$ cat src/design/mtel_pkg.sv
// mtel_pkg: shared constants, codes and types of the multi timer expiry list
// no dependencies; used by the interfaces, the top, mtel_ctrl and the bench
`timescale 1ns / 1ps
`default_nettype none

package mtel_pkg;

	localparam int CAPACITY  = 16;
	localparam int TIME_BITS = 24;
	localparam int TYPE_BITS = 8;

	// index into the timer memory, count of stored timers
	localparam int IDX_BITS = (CAPACITY > 1) ? $clog2(CAPACITY) : 1;
	localparam int CNT_BITS = $clog2(CAPACITY + 1);

	// configuration register indexes
	localparam int CFG_IDX_BITS = 2;
	localparam logic [CFG_IDX_BITS-1:0] REG_MIN_DURATION = 2'd0;
	localparam logic [CFG_IDX_BITS-1:0] REG_TICK_STEP    = 2'd1;

	localparam logic [TIME_BITS-1:0] MIN_DURATION_RESET = TIME_BITS'(250);
	localparam logic [TIME_BITS-1:0] TICK_STEP_RESET    = TIME_BITS'(250);

	// input modes and result kinds
	localparam logic MODE_ADD    = 1'b0;
	localparam logic MODE_TICK   = 1'b1;
	localparam logic KIND_ACK    = 1'b0;
	localparam logic KIND_EXPIRY = 1'b1;

	// one stored timer
	typedef struct packed {
		logic [TIME_BITS-1:0] remaining;
		logic [TYPE_BITS-1:0] type_code;
	} entry_t;

	localparam int ENTRY_BITS = $bits(entry_t);

	// request from the sequencer to the timer memory
	typedef struct packed {
		logic                  we;
		logic [IDX_BITS-1:0]   waddr;
		entry_t                wdata;
		logic                  re;
		logic [IDX_BITS-1:0]   raddr;
	} ram_req_t;

endpackage

`default_nettype wire

$ cat src/design/mtel_if.sv
// mtel_if: valid/ready channels of the multi timer expiry list
// depends on mtel_pkg for field widths
`timescale 1ns / 1ps
`default_nettype none

// input items: add a timer or one tick
interface mtel_in_if;
	logic                           valid;
	logic                           ready;
	logic                           mode;
	logic [mtel_pkg::TIME_BITS-1:0] duration;
	logic [mtel_pkg::TYPE_BITS-1:0] new_type;

	modport source (output valid, mode, duration, new_type, input ready);
	modport sink (input valid, mode, duration, new_type, output ready);
endinterface

// result items: add acknowledgements and expiries
interface mtel_out_if;
	logic                           valid;
	logic                           ready;
	logic                           kind;
	logic                           accepted;
	logic [mtel_pkg::TYPE_BITS-1:0] expired_type;
	logic                           last;

	modport source (output valid, kind, accepted, expired_type, last, input ready);
	modport sink (input valid, kind, accepted, expired_type, last, output ready);
endinterface

// configuration register writes
interface mtel_cfg_if;
	logic                              valid;
	logic                              ready;
	logic [mtel_pkg::CFG_IDX_BITS-1:0] index;
	logic [mtel_pkg::TIME_BITS-1:0]    data;

	modport source (output valid, index, data, input ready);
	modport sink (input valid, index, data, output ready);
endinterface

`default_nettype wire

$ cat src/design/multi_timer_expiry_list_top.sv
// Bank of 16 one-shot timers kept in insertion order. An add transaction
// (mode 0) yields one acknowledgement with last set. A tick transaction
// (mode 1) walks the stored timers through the timer memory, one entry per
// cycle unless the result side stalls the walk; a tick on an empty bank
// yields nothing. The walk rate is set by the single read port of the timer
// memory. Expiries come out in list order, the final one with last set.
// Configuration writes are taken at any time but must only be issued while
// the block is idle.
// depends on mtel_pkg, mtel_if, mtel_ram and mtel_ctrl
`timescale 1ns / 1ps
`default_nettype none

module multi_timer_expiry_list_top (
	input  wire logic  clk,
	input  wire logic  arst_n,
	mtel_in_if.sink    in_item,
	mtel_out_if.source out_item,
	mtel_cfg_if.sink   cfg
);

	mtel_pkg::ram_req_t               ram_req;
	logic [mtel_pkg::ENTRY_BITS-1:0]  ram_rdata;

	// sequencer
	mtel_ctrl u_ctrl (
		.clk       (clk),
		.arst_n    (arst_n),
		.in_item   (in_item),
		.out_item  (out_item),
		.cfg       (cfg),
		.ram_req   (ram_req),
		.ram_rdata (ram_rdata)
	);

	// timer memory: remaining time and type code per entry
	mtel_ram #(
		.ADDR_BITS (mtel_pkg::IDX_BITS),
		.DATA_BITS (mtel_pkg::ENTRY_BITS)
	) u_ram (
		.clk   (clk),
		.we    (ram_req.we),
		.waddr (ram_req.waddr),
		.wdata (ram_req.wdata),
		.re    (ram_req.re),
		.raddr (ram_req.raddr),
		.rdata (ram_rdata)
	);

endmodule

`default_nettype wire

$ cat src/design/mtel_ram.sv
// mtel_ram: generic single write port, single read port memory
// registered read data; no dependencies
`timescale 1ns / 1ps
`default_nettype none

module mtel_ram #(
	parameter int ADDR_BITS = 4,
	parameter int DATA_BITS = 32
) (
	input  wire logic                 clk,
	input  wire logic                 we,
	input  wire logic [ADDR_BITS-1:0] waddr,
	input  wire logic [DATA_BITS-1:0] wdata,
	input  wire logic                 re,
	input  wire logic [ADDR_BITS-1:0] raddr,
	output logic      [DATA_BITS-1:0] rdata
);

	logic [DATA_BITS-1:0] mem [2**ADDR_BITS];

	// write port
	always_ff @(posedge clk) begin
		if (we) begin
			mem[waddr] <= wdata;
		end
	end

	// read port, data holds while no read is issued
	always_ff @(posedge clk) begin
		if (re) begin
			rdata <= mem[raddr];
		end
	end

endmodule

`default_nettype wire

$ cat src/design/mtel_ctrl.sv
// mtel_ctrl: sequencer of the timer list; adds, tick walk with compaction, results
// depends on mtel_pkg and mtel_if; drives the timer memory through mtel_pkg::ram_req_t
`timescale 1ns / 1ps
`default_nettype none

module mtel_ctrl (
	input  wire logic                           clk,
	input  wire logic                           arst_n,
	mtel_in_if.sink                             in_item,
	mtel_out_if.source                          out_item,
	mtel_cfg_if.sink                            cfg,
	output mtel_pkg::ram_req_t                  ram_req,
	input  wire logic [mtel_pkg::ENTRY_BITS-1:0] ram_rdata
);

	typedef enum logic [1:0] {
		ST_IDLE,
		ST_WALK,
		ST_FLUSH
	} state_t;

	state_t                          state_q;
	logic [mtel_pkg::CNT_BITS-1:0]   count_q;
	logic [mtel_pkg::IDX_BITS-1:0]   idx_q;
	logic [mtel_pkg::IDX_BITS-1:0]   kept_q;
	logic                            pend_valid_q;
	logic [mtel_pkg::TYPE_BITS-1:0]  pend_type_q;
	logic [mtel_pkg::TIME_BITS-1:0]  min_duration_q;
	logic [mtel_pkg::TIME_BITS-1:0]  tick_step_q;
	logic                            out_valid_q;
	logic                            out_kind_q;
	logic                            out_accepted_q;
	logic [mtel_pkg::TYPE_BITS-1:0]  out_type_q;
	logic                            out_last_q;

	logic                            slot_free;
	logic                            in_acc;
	logic                            add_ok;
	logic                            add_store;
	logic                            tick_start;
	mtel_pkg::entry_t                rd_entry;
	logic                            expire;
	logic                            stall;
	logic                            step_go;
	logic                            last_entry;
	logic [mtel_pkg::CNT_BITS-1:0]   kept_next;
	logic                            out_load;

	// handshake and decode
	assign slot_free     = !out_valid_q || out_item.ready;
	assign in_item.ready = (state_q == ST_IDLE) && slot_free;
	assign in_acc        = in_item.valid && in_item.ready;
	assign cfg.ready     = 1'b1;

	assign add_ok     = (in_item.duration >= min_duration_q)
		&& (count_q < mtel_pkg::CNT_BITS'(mtel_pkg::CAPACITY));
	assign add_store  = in_acc && (in_item.mode == mtel_pkg::MODE_ADD) && add_ok;
	assign tick_start = in_acc && (in_item.mode == mtel_pkg::MODE_TICK) && (count_q != '0);

	// evaluation of the entry returned by the memory
	assign rd_entry   = mtel_pkg::entry_t'(ram_rdata);
	assign expire     = rd_entry.remaining <= tick_step_q;
	assign stall      = (state_q == ST_WALK) && expire && pend_valid_q && !slot_free;
	assign step_go    = (state_q == ST_WALK) && !stall;
	assign last_entry = (mtel_pkg::CNT_BITS'(idx_q) + mtel_pkg::CNT_BITS'(1)) == count_q;
	assign kept_next  = mtel_pkg::CNT_BITS'(kept_q) + mtel_pkg::CNT_BITS'(!expire);

	// a new result transaction enters the result register
	assign out_load = ((state_q == ST_IDLE) && in_acc && (in_item.mode == mtel_pkg::MODE_ADD))
		|| (step_go && expire && pend_valid_q)
		|| ((state_q == ST_FLUSH) && slot_free);

	// memory requests: survivors close up at the kept position
	always_comb begin
		ram_req.we    = add_store || (step_go && !expire);
		ram_req.re    = tick_start || (step_go && !last_entry);
		ram_req.raddr = (state_q == ST_IDLE) ? '0 : idx_q + mtel_pkg::IDX_BITS'(1);
		if (state_q == ST_WALK) begin
			ram_req.waddr           = kept_q;
			ram_req.wdata.remaining = rd_entry.remaining - tick_step_q;
			ram_req.wdata.type_code = rd_entry.type_code;
		end else begin
			ram_req.waddr           = count_q[mtel_pkg::IDX_BITS-1:0];
			ram_req.wdata.remaining = in_item.duration;
			ram_req.wdata.type_code = in_item.new_type;
		end
	end

	// configuration registers
	always_ff @(posedge clk or negedge arst_n) begin
		if (!arst_n) begin
			min_duration_q <= mtel_pkg::MIN_DURATION_RESET;
			tick_step_q    <= mtel_pkg::TICK_STEP_RESET;
		end else if (cfg.valid && cfg.ready) begin
			unique case (cfg.index)
				mtel_pkg::REG_MIN_DURATION: min_duration_q <= cfg.data;
				mtel_pkg::REG_TICK_STEP:    tick_step_q    <= cfg.data;
				default: ;
			endcase
		end
	end

	// sequencer state and result register
	always_ff @(posedge clk or negedge arst_n) begin
		if (!arst_n) begin
			state_q        <= ST_IDLE;
			count_q        <= '0;
			idx_q          <= '0;
			kept_q         <= '0;
			pend_valid_q   <= 1'b0;
			pend_type_q    <= '0;
			out_valid_q    <= 1'b0;
			out_kind_q     <= mtel_pkg::KIND_ACK;
			out_accepted_q <= 1'b0;
			out_type_q     <= '0;
			out_last_q     <= 1'b0;
		end else begin
			// result register loads a new transaction or drains once taken
			if (out_load) begin
				out_valid_q <= 1'b1;
			end else if (out_item.ready) begin
				out_valid_q <= 1'b0;
			end
			unique case (state_q)
				ST_IDLE: begin
					if (in_acc && (in_item.mode == mtel_pkg::MODE_ADD)) begin
						out_kind_q     <= mtel_pkg::KIND_ACK;
						out_accepted_q <= add_ok;
						out_type_q     <= '0;
						out_last_q     <= 1'b1;
						if (add_ok) begin
							count_q <= count_q + mtel_pkg::CNT_BITS'(1);
						end
					end else if (tick_start) begin
						state_q <= ST_WALK;
						idx_q   <= '0;
						kept_q  <= '0;
					end
				end
				ST_WALK: begin
					if (step_go) begin
						if (expire) begin
							// previous expiry is not the last one
							if (pend_valid_q) begin
								out_kind_q     <= mtel_pkg::KIND_EXPIRY;
								out_accepted_q <= 1'b0;
								out_type_q     <= pend_type_q;
								out_last_q     <= 1'b0;
							end
							pend_valid_q <= 1'b1;
							pend_type_q  <= rd_entry.type_code;
						end
						kept_q <= kept_next[mtel_pkg::IDX_BITS-1:0];
						if (last_entry) begin
							count_q <= kept_next;
							state_q <= (pend_valid_q || expire) ? ST_FLUSH : ST_IDLE;
						end else begin
							idx_q <= idx_q + mtel_pkg::IDX_BITS'(1);
						end
					end
				end
				ST_FLUSH: begin
					if (slot_free) begin
						out_kind_q     <= mtel_pkg::KIND_EXPIRY;
						out_accepted_q <= 1'b0;
						out_type_q     <= pend_type_q;
						out_last_q     <= 1'b1;
						pend_valid_q   <= 1'b0;
						state_q        <= ST_IDLE;
					end
				end
				default: state_q <= ST_IDLE;
			endcase
		end
	end

	assign out_item.valid        = out_valid_q;
	assign out_item.kind         = out_kind_q;
	assign out_item.accepted     = out_accepted_q;
	assign out_item.expired_type = out_type_q;
	assign out_item.last         = out_last_q;

	// list never holds more than the bank size
	a_count_bound: assert property (@(posedge clk) disable iff (!arst_n)
		count_q <= mtel_pkg::CNT_BITS'(mtel_pkg::CAPACITY))
		else $error("timer count exceeds capacity");

	// no expiry left over between items
	a_idle_no_pending: assert property (@(posedge clk) disable iff (!arst_n)
		(state_q == ST_IDLE) |-> !pend_valid_q)
		else $error("pending expiry while idle");

	// compaction writes never overtake the read position
	a_kept_behind: assert property (@(posedge clk) disable iff (!arst_n)
		(state_q == ST_WALK) |-> (kept_q <= idx_q))
		else $error("compaction write ahead of read index");

	// a stored add grows the list by one
	a_add_grows: assert property (@(posedge clk) disable iff (!arst_n)
		add_store |=> (count_q == $past(count_q) + mtel_pkg::CNT_BITS'(1)))
		else $error("accepted add did not grow the list");

	// a walk ends with a flush only when an expiry is held
	a_flush_pending: assert property (@(posedge clk) disable iff (!arst_n)
		(state_q == ST_FLUSH) |-> pend_valid_q)
		else $error("flush without pending expiry");

endmodule

`default_nettype wire

$ cat src/flat_wrapper.sv
// flat-port wrapper written by rule: the top's interface ports become plain ports
module multi_timer_expiry_list_top_flat 
  (clk, arst_n, in_item_valid, in_item_mode, in_item_duration, in_item_new_type, in_item_ready, out_item_valid, out_item_kind, out_item_accepted, out_item_expired_type, out_item_last, out_item_ready, cfg_valid, cfg_index, cfg_data, cfg_ready);
  mtel_in_if in_item_i ();
  mtel_out_if out_item_i ();
  mtel_cfg_if cfg_i ();
  input  wire logic clk;
  input  wire logic arst_n;
  input wire logic [$bits(in_item_i.valid)-1:0] in_item_valid;
  input wire logic [$bits(in_item_i.mode)-1:0] in_item_mode;
  input wire logic [$bits(in_item_i.duration)-1:0] in_item_duration;
  input wire logic [$bits(in_item_i.new_type)-1:0] in_item_new_type;
  output wire logic [$bits(in_item_i.ready)-1:0] in_item_ready;
  output wire logic [$bits(out_item_i.valid)-1:0] out_item_valid;
  output wire logic [$bits(out_item_i.kind)-1:0] out_item_kind;
  output wire logic [$bits(out_item_i.accepted)-1:0] out_item_accepted;
  output wire logic [$bits(out_item_i.expired_type)-1:0] out_item_expired_type;
  output wire logic [$bits(out_item_i.last)-1:0] out_item_last;
  input wire logic [$bits(out_item_i.ready)-1:0] out_item_ready;
  input wire logic [$bits(cfg_i.valid)-1:0] cfg_valid;
  input wire logic [$bits(cfg_i.index)-1:0] cfg_index;
  input wire logic [$bits(cfg_i.data)-1:0] cfg_data;
  output wire logic [$bits(cfg_i.ready)-1:0] cfg_ready;
  assign in_item_i.valid = in_item_valid;
  assign in_item_i.mode = in_item_mode;
  assign in_item_i.duration = in_item_duration;
  assign in_item_i.new_type = in_item_new_type;
  assign in_item_ready = in_item_i.ready;
  assign out_item_valid = out_item_i.valid;
  assign out_item_kind = out_item_i.kind;
  assign out_item_accepted = out_item_i.accepted;
  assign out_item_expired_type = out_item_i.expired_type;
  assign out_item_last = out_item_i.last;
  assign out_item_i.ready = out_item_ready;
  assign cfg_i.valid = cfg_valid;
  assign cfg_i.index = cfg_index;
  assign cfg_i.data = cfg_data;
  assign cfg_ready = cfg_i.ready;
  multi_timer_expiry_list_top u_core (.clk(clk), .arst_n(arst_n), .in_item(in_item_i), .out_item(out_item_i), .cfg(cfg_i));
endmodule
$ cat config.mk
export PLATFORM = sky130hd
export DESIGN_NAME = multi_timer_expiry_list_top_flat
export DESIGN_NICKNAME = d
export VERILOG_FILES = /design/src/design/mtel_pkg.sv /design/src/design/mtel_if.sv /design/src/design/multi_timer_expiry_list_top.sv /design/src/design/mtel_ram.sv /design/src/design/mtel_ctrl.sv /design/src/flat_wrapper.sv
export SDC_FILE = /design/constraint.sdc
export NUM_CORES = 1
export LEC_CHECK = 0
export BUFFER_PORTS_ARGS = -buffer_cell sky130_fd_sc_hd__buf_4
export CORE_ASPECT_RATIO = 0.5
export CORE_UTILIZATION = 43
export CTS_BUF_LIST = sky130_fd_sc_hd__clkbuf_8
export DETAILED_ROUTE_END_ITERATION = 6
export GPL_TIMING_DRIVEN = 0
export PLACE_DENSITY = 0.7
export REMOVE_ABC_BUFFERS = 1
export SETUP_SLACK_MARGIN = 0.2
export SLEW_MARGIN = 20
export SYNTH_ARGS = -nofsm -noshare
export SYNTH_HDL_FRONTEND = slang
export SYNTH_SLANG_ARGS = --single-unit
$ cat constraint.sdc
create_clock -name clk -period 7.3 [get_ports clk]
set_input_delay 0.365 -clock clk [delete_from_list [all_inputs] [get_ports clk]]
set_output_delay 0.365 -clock clk [all_outputs]
set_load 0.05 [all_outputs]
==> metrics.md <==
| Metric | Value |
|---|---|
| Mux cell area share after synthesis | `10.3%` |
| First-pass GRT wire length | `100,000 um` |
| Reg2reg start | `u_core.u_ctrl.min_duration_q[5]` |
| Total power | `12.2 mW` |
| DRT antenna net count | `0` |
| Via count | `16.6k` |
| CP startpoint kind | `register` |
| Hold Vio Cnt, Final | `0` |
| Mapped cell area | `27,300 um^2` |
| Vias in the first global route | `16.6k` |
| Hold Path Stages | `3` |
| R2R Setup Slk | `2350 ps` |
| Hold EP | `u_core.u_ctrl.out_item.valid` |
| Die width | `358 um` |
| R2R cell count | `12` |
| Root Buffer | `clkbuf_8` |
| Critical Path AT | `5340 ps` |
| Status | `complete, no violations` |
| Post-detail-place hpwl | `41,300 um` |
| H-tree Lvls | `3` |
| Cell-by-cell trace of the critical path | `inv_1 > ha_1 > a2111oi_0 > o21ai_0 > a2111oi_0 > o21ai_1 > nand3_1 > o21ai_1 > a41oi_1 > nor2_4 > buf_8 > buf_16` |
| Initial core utilization | `44.1%` |
| Residual DRC | `0` |
| Slew @ Worst Pin | `1120 ps` |
| Cell variety after synth | `77` |
| Die area | `64,500 um^2` |
| N_diodes | `0` |
| Die Y | `180 um` |
| EDFF count, synth | `544` |
| Min-delay worst type | `input pin to register` |
| Worst setup EP type | `register` |
| CTS Buf Count | `91` |
| Xor/xnor share of the synthesized area | `0.803%` |
| Crit Path Category | `register to register` |
| Final setup viols | `0` |
| Worst-path maximum fanout | `15` |
| Fraction of registers with async set/reset | `13.4%` |
| Via/cell ratio | `5.65` |
| CTS tree | `built` |
| Syn avg cell area | `14.5 um^2` |
| Largest family of logic cells by synthesized area | `multiplexers` |
| Most frequent cells in the layout | `edfxtp_1 (544), nand2_1 (202), mux2i_1 (140)` |
| Placer Congestion | `0.892` |
| MaxCap Viol Count | `0` |
| Boundary Pins | `78` |
| Final setup skew | `27.9 ps` |
| Pin count of the biggest net entering global routing | `85` |
| Peak supply drop | `0.283 mV` |
| CP max stage delay | `860 ps` |
| DR pass1 iterations | `5` |
| Clock sinks | `628` |
| Pwr Density | `383 nW/um^2` |
| Critical R2R Capture | `u_core.u_ram.mem[7][0]` |
| Synthesis-stage register bit count | `628` |
| Leak pwr | `11.3 nW` |
| Area growth syn-to-layout | `17.1%` |
| Initial antenna violation count | `0` |
| Clock Pin Slew Worst Setup and Hold Paths | `70 ps` |
| Core Box Area | `61,900 um^2` |
| Initial DRC count | `1,825` |
| Tot GR Track Use | `20.6%` |
| Simple-gate share of the synthesized area | `6.81%` |
| Gate Count Post-Synth | `1,882` |
| Max transition margin | `25.0%` |
| Worst-Skew Late Latency | `660 ps` |
| Hold path start | `in_item_valid` |
| Fillers | `4,905` |
| Fraction of layout instances using a drive strength above 1 | `18.8%` |
| Final net count | `2,153` |
| Crit path required time | `7690 ps` |
| Most common cell after layout, fill and taps aside | `edfxtp_1` |
| Final Core Density | `51.6%` |
| Final worst path period share | `67.8%` |
| Unrepaired setup endpoints after global routing | `no` |
| Slowest CP cell | `a41oi_1` |
| Period minus WS final | `4950 ps` |
| Wire per inst | `22.4 um` |
| Routed WL | `65,700 um` |
| Yosys warnings | `0` |
| Ys flop type | `edfxtp_1` |
| Compound-Gate Fraction of Synth Area | `9.25%` |
| Final Slew Violations | `0` |
| Std-Cell Rows | `64` |
| Adder-cell share of the synthesized area | `2.69%` |
| Fmax | `0.202 GHz` |
| Register area share after synthesis | `67.7%` |
| Setup bufs post-CTS | `0` |
| Clk buf depth | `3` |
| Port bufs | `76` |
| GRT overflow | `0` |
-- stage by stage --
stage	instances	worst slack [ps]	TNS [ps]	hold slack (ps)	cell area [um^2]
after CTS	2931	2420	0	95.1	31900
after floorplan	1778	-2180	-105290	69.4	26900
after global placement	2679	-10130	-714360	474	28500
after global routing	2932	2170	0	147	31900
final	2932	2350	0	128	31900
after detailed placement	2737	2380	0	482	30000
-- routing by layer --
metal / GRT usage [%] / up-vias / part of all wire [%]
met4: 7.74 / 0 / 3.0
met3: 3.17 / 125 / 6.5
met5: 0 / - / 0
met2: 34.4 / 651 / 50
met1: 27.1 / 8273 / 41
li1: - / 7512 / -
-- Yosys cell counts (34+ instances only) --
library cell | instances | share of area, %
a211oi_1 | 98 | 2.7
ha_1 | 57 | 2.6
a311oi_1 | 34 | 1.1
edfxtp_1 | 544 | 60
dfrtp_1 | 72 | 6.6
a31oi_1 | 40 | 0.92
nor2b_1 | 68 | 1.6
inv_1 | 70 | 0.96
a21oi_1 | 72 | 1.3
nor2_1 | 47 | 0.65
mux2_2 | 60 | 2.5
nand2_1 | 203 | 2.8
clkbuf_1 | 80 | 1.1
o21ai_0 | 54 | 0.99
mux2i_1 | 141 | 5.2
-- worst max path at each step --
stage / startpoint / end / slack [ps] / cells after the start
6_report: u_core.u_ctrl.min_duration_q[5] / u_core.u_ram.mem[7][0] / 2350 / 12
3_5_place_dp: in_item_duration[21] / u_core.u_ram.mem[7][13] / 2380 / 12
2_1_floorplan: u_core.u_ctrl.idx_q[0] / u_core.u_ram.rdata[30] / -2180 / 7
5_1_grt: u_core.u_ctrl.min_duration_q[5] / u_core.u_ram.mem[7][0] / 2170 / 12
4_1_cts: u_core.u_ctrl.min_duration_q[5] / u_core.u_ram.mem[7][0] / 2420 / 12
3_3_place_gp: u_core.u_ctrl.idx_q[0] / u_core.u_ram.rdata[30] / -10130 / 5
-- worst max-delay path, delay by kind of cell, from the launching register on --
family | cells | cell delay (ps)
buffers and inverters | 3 | 490
adders and majority gates | 1 | 290
AOI/OAI and AO/OA | 6 | 2690
and+or+nand+nor | 2 | 690
DFF | 1 | 520
-- cell type report --
type                       count  area, um^2  share of cell area (%)
sequential                   628       18500                    57.8
multi-input combinational   1079        8330                    26.1
timing repair buffer         160        2130                    6.69
clock buffer                  99        1360                    4.27
tap                          825        1030                    3.23
clock inverter                70         349                    1.09
inverter                      71         267                   0.835
-- flip-flops by register name, indices dropped and copies added, names as in the netlist --
name                                 flops
u_core.u_ctrl.out_item.last              1
u_core.u_ctrl.out_item.valid             1
u_core.u_ctrl.pend_valid_q               1
u_core.u_ctrl.state_q                    2
u_core.u_ctrl.out_item.expired_type      8
u_core.u_ctrl.kept_q                     4
u_core.u_ctrl.tick_step_q               24
u_core.u_ctrl.out_item.kind              1
u_core.u_ctrl.count_q                    5
u_core.u_ctrl.pend_type_q                8
u_core.u_ram.mem                       512
u_core.u_ctrl.min_duration_q            24
u_core.u_ram.rdata                      32
u_core.u_ctrl.out_item.accepted          1
u_core.u_ctrl.idx_q                      4
-- power breakdown --
group / leakage (nW) / switching (mW) / internal [mW]
clock network: 0.976 / 1.32 / 1.32
logic: 4.44 / 2.85 / 1.77
registers: 5.92 / 0.191 / 4.76
total: 11.3 / 4.37 / 7.85
-- logic make-up (layout without fill, tap and decap cells) --
logic type	count (synthesis)	count (layout)
fa+ha+maj	58	58
mux	234	234
compound gates	370	370
other cells	1	1
flops	628	628
buf+inv	175	400
xor+xnor	25	25
simple gates	391	391
-- timing repair --
action,CTS,global route
hold buffers,25,0
setup endpoints to repair,0,0
hold endpoints to repair,120,0
gates resized for setup,0,0
Note: power is estimated with default switching activity, not from simulation.
